<file path="src/rtl/pnp_pkg.sv">
// shared constants and types for the prefixed number parser
package pnp_pkg;

   localparam int CH_WIDTH     = 8;
   localparam int BASE_WIDTH   = 6;
   localparam int CELL_WIDTH   = 32;
   localparam int STATUS_WIDTH = 2;
   localparam int COUNT_WIDTH  = 8;

   // result status codes
   localparam logic [STATUS_WIDTH-1:0] ST_SINGLE = 2'd0;
   localparam logic [STATUS_WIDTH-1:0] ST_DOUBLE = 2'd1;
   localparam logic [STATUS_WIDTH-1:0] ST_ERROR  = 2'd2;

   // characters with a special role
   localparam logic [CH_WIDTH-1:0] CH_HASH    = 8'h23;
   localparam logic [CH_WIDTH-1:0] CH_DOLLAR  = 8'h24;
   localparam logic [CH_WIDTH-1:0] CH_PERCENT = 8'h25;
   localparam logic [CH_WIDTH-1:0] CH_AMP     = 8'h26;
   localparam logic [CH_WIDTH-1:0] CH_QUOTE   = 8'h27;
   localparam logic [CH_WIDTH-1:0] CH_MINUS   = 8'h2D;
   localparam logic [CH_WIDTH-1:0] CH_DOT     = 8'h2E;

   localparam logic [BASE_WIDTH-1:0] BASE_BIN   = 6'd2;
   localparam logic [BASE_WIDTH-1:0] BASE_DEC   = 6'd10;
   localparam logic [BASE_WIDTH-1:0] BASE_HEX   = 6'd16;
   localparam logic [BASE_WIDTH-1:0] RESET_BASE = 6'd10;

   localparam logic [CELL_WIDTH-1:0] CELL_ONES = 32'hFFFF_FFFF;

   typedef struct packed {
      logic [STATUS_WIDTH-1:0] status;
      logic [CELL_WIDTH-1:0]   value_low;
      logic [CELL_WIDTH-1:0]   value_high;
      logic [COUNT_WIDTH-1:0]  remaining;
   } result_type;

endpackage

</file>
<file path="src/rtl/pnp_req_if.sv">
// character word channel into the parser
interface pnp_req_if;
   logic                          valid;
   logic                          ready;
   logic [pnp_pkg::CH_WIDTH-1:0]  ch;
   logic                          last_char;
   logic                          empty_token;

   modport source (output valid, output ch, output last_char, output empty_token,
                   input ready);
   modport sink (input valid, input ch, input last_char, input empty_token,
                 output ready);
endinterface

</file>
<file path="src/rtl/pnp_rsp_if.sv">
// result word channel out of the parser
interface pnp_rsp_if;
   logic                              valid;
   logic                              ready;
   logic [pnp_pkg::STATUS_WIDTH-1:0]  status;
   logic [pnp_pkg::CELL_WIDTH-1:0]    value_low;
   logic [pnp_pkg::CELL_WIDTH-1:0]    value_high;
   logic [pnp_pkg::COUNT_WIDTH-1:0]   remaining;

   modport source (output valid, output status, output value_low, output value_high,
                   output remaining, input ready);
   modport sink (input valid, input status, input value_low, input value_high,
                 input remaining, output ready);
endinterface

</file>
<file path="src/rtl/prefixed_number_parser_core.sv">
// a final or empty word is registered at the input, then parsed, and its result is registered at the output
// throughput: one character word per cycle; words that end no token leave nothing on the output
// a result held back by the receiver stalls the parse stage, and the input one word later
// each word is parsed in one pass: a 32 by 6 bit multiply-add and a few compares
// reset (synchronous, active high) clears the parse state and sets the default base to 10
module prefixed_number_parser_core #(
   parameter int MAX_TOKEN_LENGTH = 255
) (
   input  logic                              clock,
   input  logic                              reset,
   pnp_req_if.sink                           req_if,
   pnp_rsp_if.source                         rsp_if,
   input  logic                              csr_wr_en,
   input  logic [pnp_pkg::BASE_WIDTH-1:0]    csr_wr_data
);

   logic [pnp_pkg::BASE_WIDTH-1:0] base_ff;
   logic                           in_vld_ff;
   logic [pnp_pkg::CH_WIDTH-1:0]   in_ch_ff;
   logic                           in_last_ff;
   logic                           in_empty_ff;
   logic                           out_vld_ff;
   logic                           out_vld_in;
   pnp_pkg::result_type            out_res_ff;

   logic                           go;
   logic                           res_fire;
   pnp_pkg::result_type            res;

   assign go           = in_vld_ff && (!out_vld_ff || rsp_if.ready);
   assign req_if.ready = !reset && (!in_vld_ff || go);
   assign out_vld_in   = (go && res_fire) ? 1'b1 : (rsp_if.ready ? 1'b0 : out_vld_ff);

   always_ff @(posedge clock) begin
      if (reset) begin
         base_ff <= pnp_pkg::RESET_BASE;
      end else if (csr_wr_en) begin
         base_ff <= csr_wr_data;
      end
   end

   always_ff @(posedge clock) begin
      if (reset) begin
         in_vld_ff <= 1'b0;
      end else if (req_if.ready) begin
         in_vld_ff <= req_if.valid;
      end
   end

   always_ff @(posedge clock) begin
      if (req_if.ready && req_if.valid) begin
         in_ch_ff    <= req_if.ch;
         in_last_ff  <= req_if.last_char;
         in_empty_ff <= req_if.empty_token;
      end
   end

   pnp_parser #(
      .MAX_TOKEN_LENGTH (MAX_TOKEN_LENGTH)
   ) u_parser (
      .clock        (clock),
      .reset        (reset),
      .go           (go),
      .ch           (in_ch_ff),
      .last_char    (in_last_ff),
      .empty_token  (in_empty_ff),
      .default_base (base_ff),
      .res_fire     (res_fire),
      .res          (res)
   );

   always_ff @(posedge clock) begin
      if (reset) begin
         out_vld_ff <= 1'b0;
      end else begin
         out_vld_ff <= out_vld_in;
      end
   end

   always_ff @(posedge clock) begin
      if (go && res_fire) begin
         out_res_ff <= res;
      end
   end

   assign rsp_if.valid      = out_vld_ff;
   assign rsp_if.status     = out_res_ff.status;
   assign rsp_if.value_low  = out_res_ff.value_low;
   assign rsp_if.value_high = out_res_ff.value_high;
   assign rsp_if.remaining  = out_res_ff.remaining;

   a_status_legal: assert property (@(posedge clock) disable iff (reset)
      out_vld_ff |-> out_res_ff.status == pnp_pkg::ST_SINGLE ||
                     out_res_ff.status == pnp_pkg::ST_DOUBLE ||
                     out_res_ff.status == pnp_pkg::ST_ERROR)
      else $error("undefined result status");

   a_error_zero: assert property (@(posedge clock) disable iff (reset)
      out_vld_ff && out_res_ff.status == pnp_pkg::ST_ERROR |->
         out_res_ff.value_low == '0 && out_res_ff.value_high == '0)
      else $error("error result carries a value");

   a_high_only_double: assert property (@(posedge clock) disable iff (reset)
      out_vld_ff && out_res_ff.value_high != '0 |-> out_res_ff.status == pnp_pkg::ST_DOUBLE)
      else $error("high cell set on a non-double result");

   a_empty_gives_error: assert property (@(posedge clock) disable iff (reset)
      go && in_empty_ff |=> out_vld_ff && out_res_ff.status == pnp_pkg::ST_ERROR &&
                            out_res_ff.remaining == '0)
      else $error("empty token did not give an error result");

endmodule

</file>
<file path="src/rtl/pnp_parser.sv">
// per-character parse state and the combinational step logic
module pnp_parser #(
   parameter int MAX_TOKEN_LENGTH = 255
) (
   input  logic                                 clock,
   input  logic                                 reset,
   input  logic                                 go,
   input  logic [pnp_pkg::CH_WIDTH-1:0]         ch,
   input  logic                                 last_char,
   input  logic                                 empty_token,
   input  logic [pnp_pkg::BASE_WIDTH-1:0]       default_base,
   output logic                                 res_fire,
   output pnp_pkg::result_type                  res
);

   typedef enum logic [2:0] {
      PH_FIRST,
      PH_SIGN,
      PH_QCHAR,
      PH_QCLOSE,
      PH_DIGIT,
      PH_DONE
   } phase_type;

   typedef struct packed {
      phase_type                               phase;
      logic [pnp_pkg::BASE_WIDTH-1:0]          radix;
      logic [pnp_pkg::CELL_WIDTH-1:0]          acc;
      logic                                    neg;
      logic [pnp_pkg::STATUS_WIDTH-1:0]        outcome;
      logic [pnp_pkg::COUNT_WIDTH-1:0]         leftover;
   } state_type;

   localparam state_type CLEARED = '{
      phase:    PH_FIRST,
      radix:    pnp_pkg::RESET_BASE,
      acc:      '0,
      neg:      1'b0,
      outcome:  pnp_pkg::ST_SINGLE,
      leftover: '0
   };

   localparam logic [pnp_pkg::COUNT_WIDTH-1:0] LEFT_MAX =
      pnp_pkg::COUNT_WIDTH'(MAX_TOKEN_LENGTH);

   function automatic state_type decided(
      input logic [pnp_pkg::STATUS_WIDTH-1:0] sts,
      input logic [pnp_pkg::CELL_WIDTH-1:0]   v,
      input logic                             neg,
      input logic [pnp_pkg::BASE_WIDTH-1:0]   r
   );
      state_type s;
      s.phase    = PH_DONE;
      s.radix    = r;
      s.acc      = v;
      s.neg      = neg;
      s.outcome  = sts;
      s.leftover = '0;
      return s;
   endfunction

   state_type st_ff;
   state_type st_in;
   state_type nx;
   state_type fin;
   state_type base_st;
   state_type dig_st;
   state_type sgn_st;

   logic                                first_ph;
   logic [pnp_pkg::BASE_WIDTH-1:0]      radix_eff;
   logic [pnp_pkg::CELL_WIDTH-1:0]      acc_eff;
   logic                                neg_eff;
   logic [6:0]                          dval;
   logic [pnp_pkg::CELL_WIDTH-1:0]      mac;
   logic [pnp_pkg::CELL_WIDTH-1:0]      qval;
   logic [pnp_pkg::BASE_WIDTH-1:0]      pfx_radix;

   // the first character latches the default base and starts from zero
   assign first_ph  = (st_ff.phase == PH_FIRST);
   assign radix_eff = first_ph ? default_base : st_ff.radix;
   assign acc_eff   = first_ph ? '0 : st_ff.acc;
   assign neg_eff   = first_ph ? 1'b0 : st_ff.neg;

   always_comb begin
      if (ch inside {[8'h30:8'h39]}) begin
         dval = 7'(ch - 8'h30);
      end else if (ch inside {[8'h41:8'h5A]}) begin
         dval = 7'(ch - 8'h37);
      end else if (ch inside {[8'h61:8'h7A]}) begin
         dval = 7'(ch - 8'h57);
      end else begin
         dval = 7'd64;
      end
   end

   assign mac  = acc_eff * {26'd0, radix_eff} + {25'd0, dval};
   assign qval = {{24{ch[7]}}, ch};

   always_comb begin
      if (ch == pnp_pkg::CH_DOLLAR) begin
         pfx_radix = pnp_pkg::BASE_HEX;
      end else if (ch == pnp_pkg::CH_PERCENT) begin
         pfx_radix = pnp_pkg::BASE_BIN;
      end else begin
         pfx_radix = pnp_pkg::BASE_DEC;
      end
   end

   always_comb begin
      base_st       = st_ff;
      base_st.phase = PH_DIGIT;
      base_st.radix = radix_eff;
      base_st.acc   = acc_eff;
      base_st.neg   = neg_eff;

      // digit phase step
      if (ch == pnp_pkg::CH_DOT) begin
         dig_st = decided(pnp_pkg::ST_DOUBLE, neg_eff ? 32'd0 - acc_eff : acc_eff,
                          neg_eff, radix_eff);
      end else if (dval >= {1'b0, radix_eff}) begin
         dig_st = decided(pnp_pkg::ST_ERROR, '0, 1'b0, radix_eff);
      end else if (last_char) begin
         dig_st = decided(pnp_pkg::ST_SINGLE, neg_eff ? 32'd0 - mac : mac, 1'b0,
                          radix_eff);
      end else begin
         dig_st     = base_st;
         dig_st.acc = mac;
      end

      // optional minus ahead of the digits
      if (ch == pnp_pkg::CH_MINUS) begin
         if (last_char) begin
            sgn_st = decided(pnp_pkg::ST_ERROR, '0, 1'b0, radix_eff);
         end else begin
            sgn_st     = base_st;
            sgn_st.neg = 1'b1;
         end
      end else begin
         sgn_st = dig_st;
      end
   end

   always_comb begin
      nx = st_ff;
      case (st_ff.phase)
         PH_FIRST: begin
            if (ch == pnp_pkg::CH_HASH || ch == pnp_pkg::CH_AMP ||
                ch == pnp_pkg::CH_DOLLAR || ch == pnp_pkg::CH_PERCENT) begin
               if (last_char) begin
                  nx = decided(pnp_pkg::ST_ERROR, '0, 1'b0, pfx_radix);
               end else begin
                  nx.phase = PH_SIGN;
                  nx.radix = pfx_radix;
                  nx.acc   = '0;
                  nx.neg   = 1'b0;
               end
            end else if (ch == pnp_pkg::CH_QUOTE) begin
               if (last_char) begin
                  nx = decided(pnp_pkg::ST_ERROR, '0, 1'b0, st_ff.radix);
               end else begin
                  nx.phase = PH_QCHAR;
                  nx.acc   = '0;
                  nx.neg   = 1'b0;
               end
            end else begin
               nx = sgn_st;
            end
         end
         PH_QCHAR: begin
            if (last_char) begin
               nx = decided(pnp_pkg::ST_SINGLE, qval, 1'b0, st_ff.radix);
            end else begin
               nx.phase = PH_QCLOSE;
               nx.acc   = qval;
            end
         end
         PH_QCLOSE: begin
            // anything but a closing quote spoils the literal
            if (ch == pnp_pkg::CH_QUOTE) begin
               nx = decided(pnp_pkg::ST_SINGLE, st_ff.acc, 1'b0, st_ff.radix);
            end else begin
               nx = decided(pnp_pkg::ST_ERROR, '0, 1'b0, st_ff.radix);
            end
         end
         PH_SIGN:  nx = sgn_st;
         PH_DIGIT: nx = dig_st;
         default: begin
            if (st_ff.leftover < LEFT_MAX) begin
               nx.leftover = st_ff.leftover + 8'd1;
            end
         end
      endcase
   end

   always_comb begin
      fin      = (nx.phase == PH_DONE) ? nx
                 : decided(pnp_pkg::ST_ERROR, '0, 1'b0, nx.radix);
      res_fire = empty_token || last_char;
      if (empty_token) begin
         res.status     = pnp_pkg::ST_ERROR;
         res.value_low  = '0;
         res.value_high = '0;
         res.remaining  = '0;
         st_in          = CLEARED;
      end else begin
         res.status     = fin.outcome;
         res.value_low  = (fin.outcome == pnp_pkg::ST_ERROR) ? '0 : fin.acc;
         res.value_high = (fin.outcome == pnp_pkg::ST_DOUBLE && fin.neg)
                          ? pnp_pkg::CELL_ONES : '0;
         res.remaining  = fin.leftover;
         st_in          = last_char ? CLEARED : nx;
      end
   end

   always_ff @(posedge clock) begin
      if (reset) begin
         st_ff <= CLEARED;
      end else if (go) begin
         st_ff <= st_in;
      end
   end

   // a finished or abandoned token always leaves the parser ready for a new one
   a_token_end_clears: assert property (@(posedge clock) disable iff (reset)
      go && (last_char || empty_token) |=> st_ff.phase == PH_FIRST && st_ff.acc == '0)
      else $error("parse state not cleared after token end");

   // remaining count only moves once the result is decided
   a_leftover_only_done: assert property (@(posedge clock) disable iff (reset)
      st_ff.leftover != '0 |-> st_ff.phase == PH_DONE)
      else $error("leftover counted before decision");

endmodule

</file>
<file path="src/flat_wrapper.sv">
// flat-port wrapper written by rule: the top's interface ports become plain ports
module prefixed_number_parser_core_flat 
#(
   parameter int MAX_TOKEN_LENGTH = 255
)
  (clock, reset, csr_wr_en, csr_wr_data, req_if_valid, req_if_ch, req_if_last_char, req_if_empty_token, req_if_ready, rsp_if_valid, rsp_if_status, rsp_if_value_low, rsp_if_value_high, rsp_if_remaining, rsp_if_ready);
  pnp_req_if req_if_i ();
  pnp_rsp_if rsp_if_i ();
  input  logic clock;
  input  logic reset;
  input  logic csr_wr_en;
  input  logic [pnp_pkg::BASE_WIDTH-1:0] csr_wr_data;
  input wire logic [$bits(req_if_i.valid)-1:0] req_if_valid;
  input wire logic [$bits(req_if_i.ch)-1:0] req_if_ch;
  input wire logic [$bits(req_if_i.last_char)-1:0] req_if_last_char;
  input wire logic [$bits(req_if_i.empty_token)-1:0] req_if_empty_token;
  output wire logic [$bits(req_if_i.ready)-1:0] req_if_ready;
  output wire logic [$bits(rsp_if_i.valid)-1:0] rsp_if_valid;
  output wire logic [$bits(rsp_if_i.status)-1:0] rsp_if_status;
  output wire logic [$bits(rsp_if_i.value_low)-1:0] rsp_if_value_low;
  output wire logic [$bits(rsp_if_i.value_high)-1:0] rsp_if_value_high;
  output wire logic [$bits(rsp_if_i.remaining)-1:0] rsp_if_remaining;
  input wire logic [$bits(rsp_if_i.ready)-1:0] rsp_if_ready;
  assign req_if_i.valid = req_if_valid;
  assign req_if_i.ch = req_if_ch;
  assign req_if_i.last_char = req_if_last_char;
  assign req_if_i.empty_token = req_if_empty_token;
  assign req_if_ready = req_if_i.ready;
  assign rsp_if_valid = rsp_if_i.valid;
  assign rsp_if_status = rsp_if_i.status;
  assign rsp_if_value_low = rsp_if_i.value_low;
  assign rsp_if_value_high = rsp_if_i.value_high;
  assign rsp_if_remaining = rsp_if_i.remaining;
  assign rsp_if_i.ready = rsp_if_ready;
  prefixed_number_parser_core #(.MAX_TOKEN_LENGTH(MAX_TOKEN_LENGTH)) u_core (.clock(clock), .reset(reset), .req_if(req_if_i), .rsp_if(rsp_if_i), .csr_wr_en(csr_wr_en), .csr_wr_data(csr_wr_data));
endmodule
</file>
<file path="config.mk">
export PLATFORM = sky130hd
export DESIGN_NAME = prefixed_number_parser_core_flat
export DESIGN_NICKNAME = d
export VERILOG_FILES = /design/src/rtl/pnp_pkg.sv /design/src/rtl/pnp_req_if.sv /design/src/rtl/pnp_rsp_if.sv /design/src/rtl/prefixed_number_parser_core.sv /design/src/rtl/pnp_parser.sv /design/src/flat_wrapper.sv
export SDC_FILE = /design/constraint.sdc
export NUM_CORES = 1
export LEC_CHECK = 0
export BUFFER_PORTS_ARGS = -buffer_cell sky130_fd_sc_hd__buf_2
export CAP_MARGIN = 10
export CORE_MARGIN = 1.5
export CORE_UTILIZATION = 50
export DETAILED_ROUTE_END_ITERATION = 10
export PLACE_DENSITY = 0.77
export SLEW_MARGIN = 10
export SYNTH_ARGS = -nofsm -noshare
export SYNTH_HDL_FRONTEND = slang
export SYNTH_SLANG_ARGS = --single-unit
</file>
<file path="constraint.sdc">
create_clock -name clock -period 17 [get_ports clock]
set_input_delay 2.55 -clock clock [delete_from_list [all_inputs] [get_ports clock]]
set_output_delay 2.55 -clock clock [all_outputs]
set_load 0.005 [all_outputs]
</file>
==> key figures <==
Timing
  – Max-slew violation count: 0
  – Slew HR: 0.3077
  – Final setup vio count: 0
  – Max Clk Rate: 0.1194 GHz
  – Final Hold Violating Endpoints: 0
  – Least-Margin Pin Slew: 1024 ps
  – Final Cycle Share: 0.4927
  – Worst Skew: between 15 and 20 ps
  – RSZ-0062 raised after global routing: no
  – Final hold slack: 514.6 ps
  – Tmin final: 8376 ps
  – Setup_tns: 0 ps

Die
  – Die height: around 170 µm
  – DIE AREA: 29,190 µm²
  – # IOs: slightly below 100
  – DIE WIDTH: 170.9 µm
  – Starting density of the core: 0.5071
  – CORE AREA: 27,780 µm²
  – FP Rows: 61

Synthesis
  – Synth cell types: a little under 90
  – EDFF count, synth: 53
  – Cell count after synthesis: ~1,700
  – Register bit total from synthesis: 113
  – Synth warnings: 0
  – Post-Syn Area: 14,090 µm²
  – Main synth FF type: dfxtp_1
  – Post-Syn Nets: 1,932
  – Post-synth ARST share: 0
  – Sequential area share after synthesis: 0.1982
  – Syn avg cell area: 8.200 µm²

Global routing
  – Total GRT Usage: 0.3058
  – First-pass GRT wire length: 69,500 µm
  – Number of global-route vias before repair: 12,923
  – Gr ovfl total: 0
  – Largest net degree at the start of global routing: 131
  – Initial antenna violation count: 1

Routing
  – Number of remaining DRC errors: 0
  – Initial drt markers: approximately 1,700
  – Antenna Nets Post-Route: 0
  – Drt pass-1 iters: 7
  – Drt wl/cell: 21.26 µm
  – Vias: 13,327
  – Routed Wire Length: 44,340 µm
  – Avg Vias per Cell: 6.389

Clocking
  – Clk root buf: clkbuf_16
  – Post-cts resize count: 0
  – H-Tree Depth: 4
  – Hold buffer count at CTS: 0
  – Clock Latency Late Sink: 430 ps
  – Total clock sinks: 113
  – Clock transition at path regs: 60 ps
  – Post-CTS setup buffer count: 0
  – Clock buffer depth: 2
  – CTS tree: built
  – Total CTS buffers: 17

Worst hold path
  – HP Start: u_core.base_ff[4]
  – Worst Hold Path EP: u_core.base_ff[4]
  – Worst min-delay path class: register to register
  – WHS Path Cells: 2

Power
  – Leakage: ~6.8 nW
  – VDD IR max: 0.04733 mV
  – P per Cell Area: 50.07 nW/µm²

Worst setup path
  – CP Launch Type: register
  – Crit path max fanout: 130
  – CP arrival: 8530 ps
  – Reg2Reg Setup Slack: approximately 8600 ps
  – WS Path Type: register to register
  – Critical Path RT: 17,150 ps
  – Length in cells of the worst reg-to-reg path: 24
  – Reg2reg start: u_core.u_parser.st_ff[50]
  – CP Capture Type: register
  – FF-to-FF End: u_core.rsp_if.value_low[24]

Final layout
  – Layout overhead on the synthesized area: 7.079%
  – Number of fill cells: 2,582
  – Most common cell after layout, fill and taps aside: nand2_1
  – Final core utilization: 0.5430
  – Share of layout cells above drive strength 1: 0.1089
  – Nets: 1,909
  – Commonest non-fill, non-tap cells in the layout: nand2_1 (146), and3_1 (136), nor2_1 (132)
  – Ant. Diodes: 0

Flow run
  – MaxCap Viol Count: 0

Placed design
  – Dpl hpwl: between 30,000 and 40,000 µm
  – IO buf count: 96
  – Placer Congestion: 0.9372

Outcome
  – Outcome: complete, no violations
layer usage:
metal,track usage,vias to the layer above,routed length [µm]
li1,-,6073,-
met1,0.3946,6390,18090
met2,0.4813,711,19670
met3,0.07518,151,4371
met4,0.1442,2,2163
met5,0,-,40
metrics by stage:
stage,cells,area (µm²),total power [mW],setup slack (ps)
2_1_floorplan,1718,14090,0.3655,9236
3_3_place_gp,2054,14500,0.3948,8972
3_5_place_dp,2054,14500,0.3968,8814
4_1_cts,2086,15080,0.7475,8835
5_1_grt,2086,15080,0.7722,8192
6_report,2086,15080,0.7553,8624
Yosys cell counts, types with 11 or more instances:
cell type  instances  area, µm²
o22ai_1           16      100.1
nor2_1           133      499.2
nand2b_1          11      68.82
o31ai_1           17      127.6
and3_1           136      850.8
a21o_1            24      180.2
a31oi_1           17      106.4
nor2b_1           17      106.4
buf_4             32      240.2
nor3_1            50      250.2
nand2_1          146      548.0
edfxtp_1          53       1592
fa_1             113       2262
a22oi_1           12      90.09
or3_1             12      75.07
inv_1             66      247.7
and2_1            39      244.0
nand3_1           25      125.1
or2_2             15      93.84
o21ai_0          108      540.5
ha_1              80       1001
a21oi_1          128      640.6
xnor2_1           40      350.3
dfxtp_1           60       1201
clkbuf_1         116      435.4
xor2_1            40      350.3
o211ai_1          16      120.1
kinds of logic after synthesis:
| group | count (synthesis) | synth area share |
|---|---|---|
| buffers and inverters | 226 | 0.06928 |
| adder cells (fa/ha/maj) | 193 | 0.2316 |
| flip-flops | 113 | 0.1982 |
| multiplexers | 10 | 0.007283 |
| AND/OR/NAND/NOR | 642 | 0.2364 |
| XOR/XNOR | 81 | 0.05134 |
| AO/OA/AOI/OAI | 453 | 0.2058 |
worst max path at each step:
stage,startpoint,end,slack [ps],cells after the start
6_report,u_core.u_parser.st_ff[50],u_core.rsp_if.value_low[24],8620,24
5_1_grt,u_core.u_parser.st_ff[50],u_core.rsp_if.value_low[31],8190,24
4_1_cts,u_core.u_parser.st_ff[50],u_core.rsp_if.value_low[24],8840,24
3_5_place_dp,u_core.u_parser.st_ff[50],u_core.u_parser.st_ff[42],8810,24
3_3_place_gp,u_core.u_parser.st_ff[50],u_core.rsp_if.value_low[24],8970,24
2_1_floorplan,u_core.u_parser.st_ff[49],u_core.rsp_if.value_low[31],9240,29
cell type report:
| type | count | area (µm²) | area share |
|---|---|---|---|
| Tap cell | 378 | 473.0 | 0.03135 |
| Inverter | 66 | 247.7 | 0.01642 |
| Clock inverter | 15 | 160.2 | 0.01062 |
| Clock buffer | 17 | 425.4 | 0.02820 |
| Multi-Input combinational cell | 1379 | 10340 | 0.6855 |
| Timing Repair Buffer | 118 | 645.6 | 0.04280 |
| Sequential cell | 113 | 2793 | 0.1851 |
report_power, final:
part           leakage (nW)  total (mW)  switching [mW]  internal, mW
clock network         0.273       0.361           0.144         0.216
logic                  5.56      0.0967          0.0681        0.0285
registers             0.969       0.298         0.00666         0.291
total                  6.80       0.755           0.219         0.536
sequential cells by signal, indices dropped and copies added, names as in the netlist:
| signal | flops |
|---|---|
| u_core.rsp_if.remaining | 8 |
| u_core.in_last_ff | 1 |
| u_core.u_parser.st_ff | 42 |
| u_core.in_ch_ff | 8 |
| u_core.rsp_if.valid | 1 |
| u_core.in_vld_ff | 1 |
| u_core.rsp_if.status | 2 |
| u_core.rsp_if.value_low | 32 |
| u_core.rsp_if.value_high | 1 |
| u_core.u_parser.base_st | 10 |
| u_core.base_ff | 6 |
| u_core.in_empty_ff | 1 |
worst max-delay path, stage by stage (launching register included):
cell	delay, ps
dfxtp_1	910
or3_4	440
buf_4	790
and3_1	300
fa_1	170
inv_1	50
fa_1	490
inv_1	60
fa_1	520
inv_1	50
fa_1	520
inv_1	40
ha_1	350
a21o_1	250
o21bai_2	230
a311o_1	360
xor2_1	180
or3b_4	430
nor3_1	530
and2_1	330
a31oi_1	130
xnor2_1	230
o221ai_1	200
o21ai_0	320
a21oi_1	110
No activity file was read; power rests on OpenSTA's default activity.
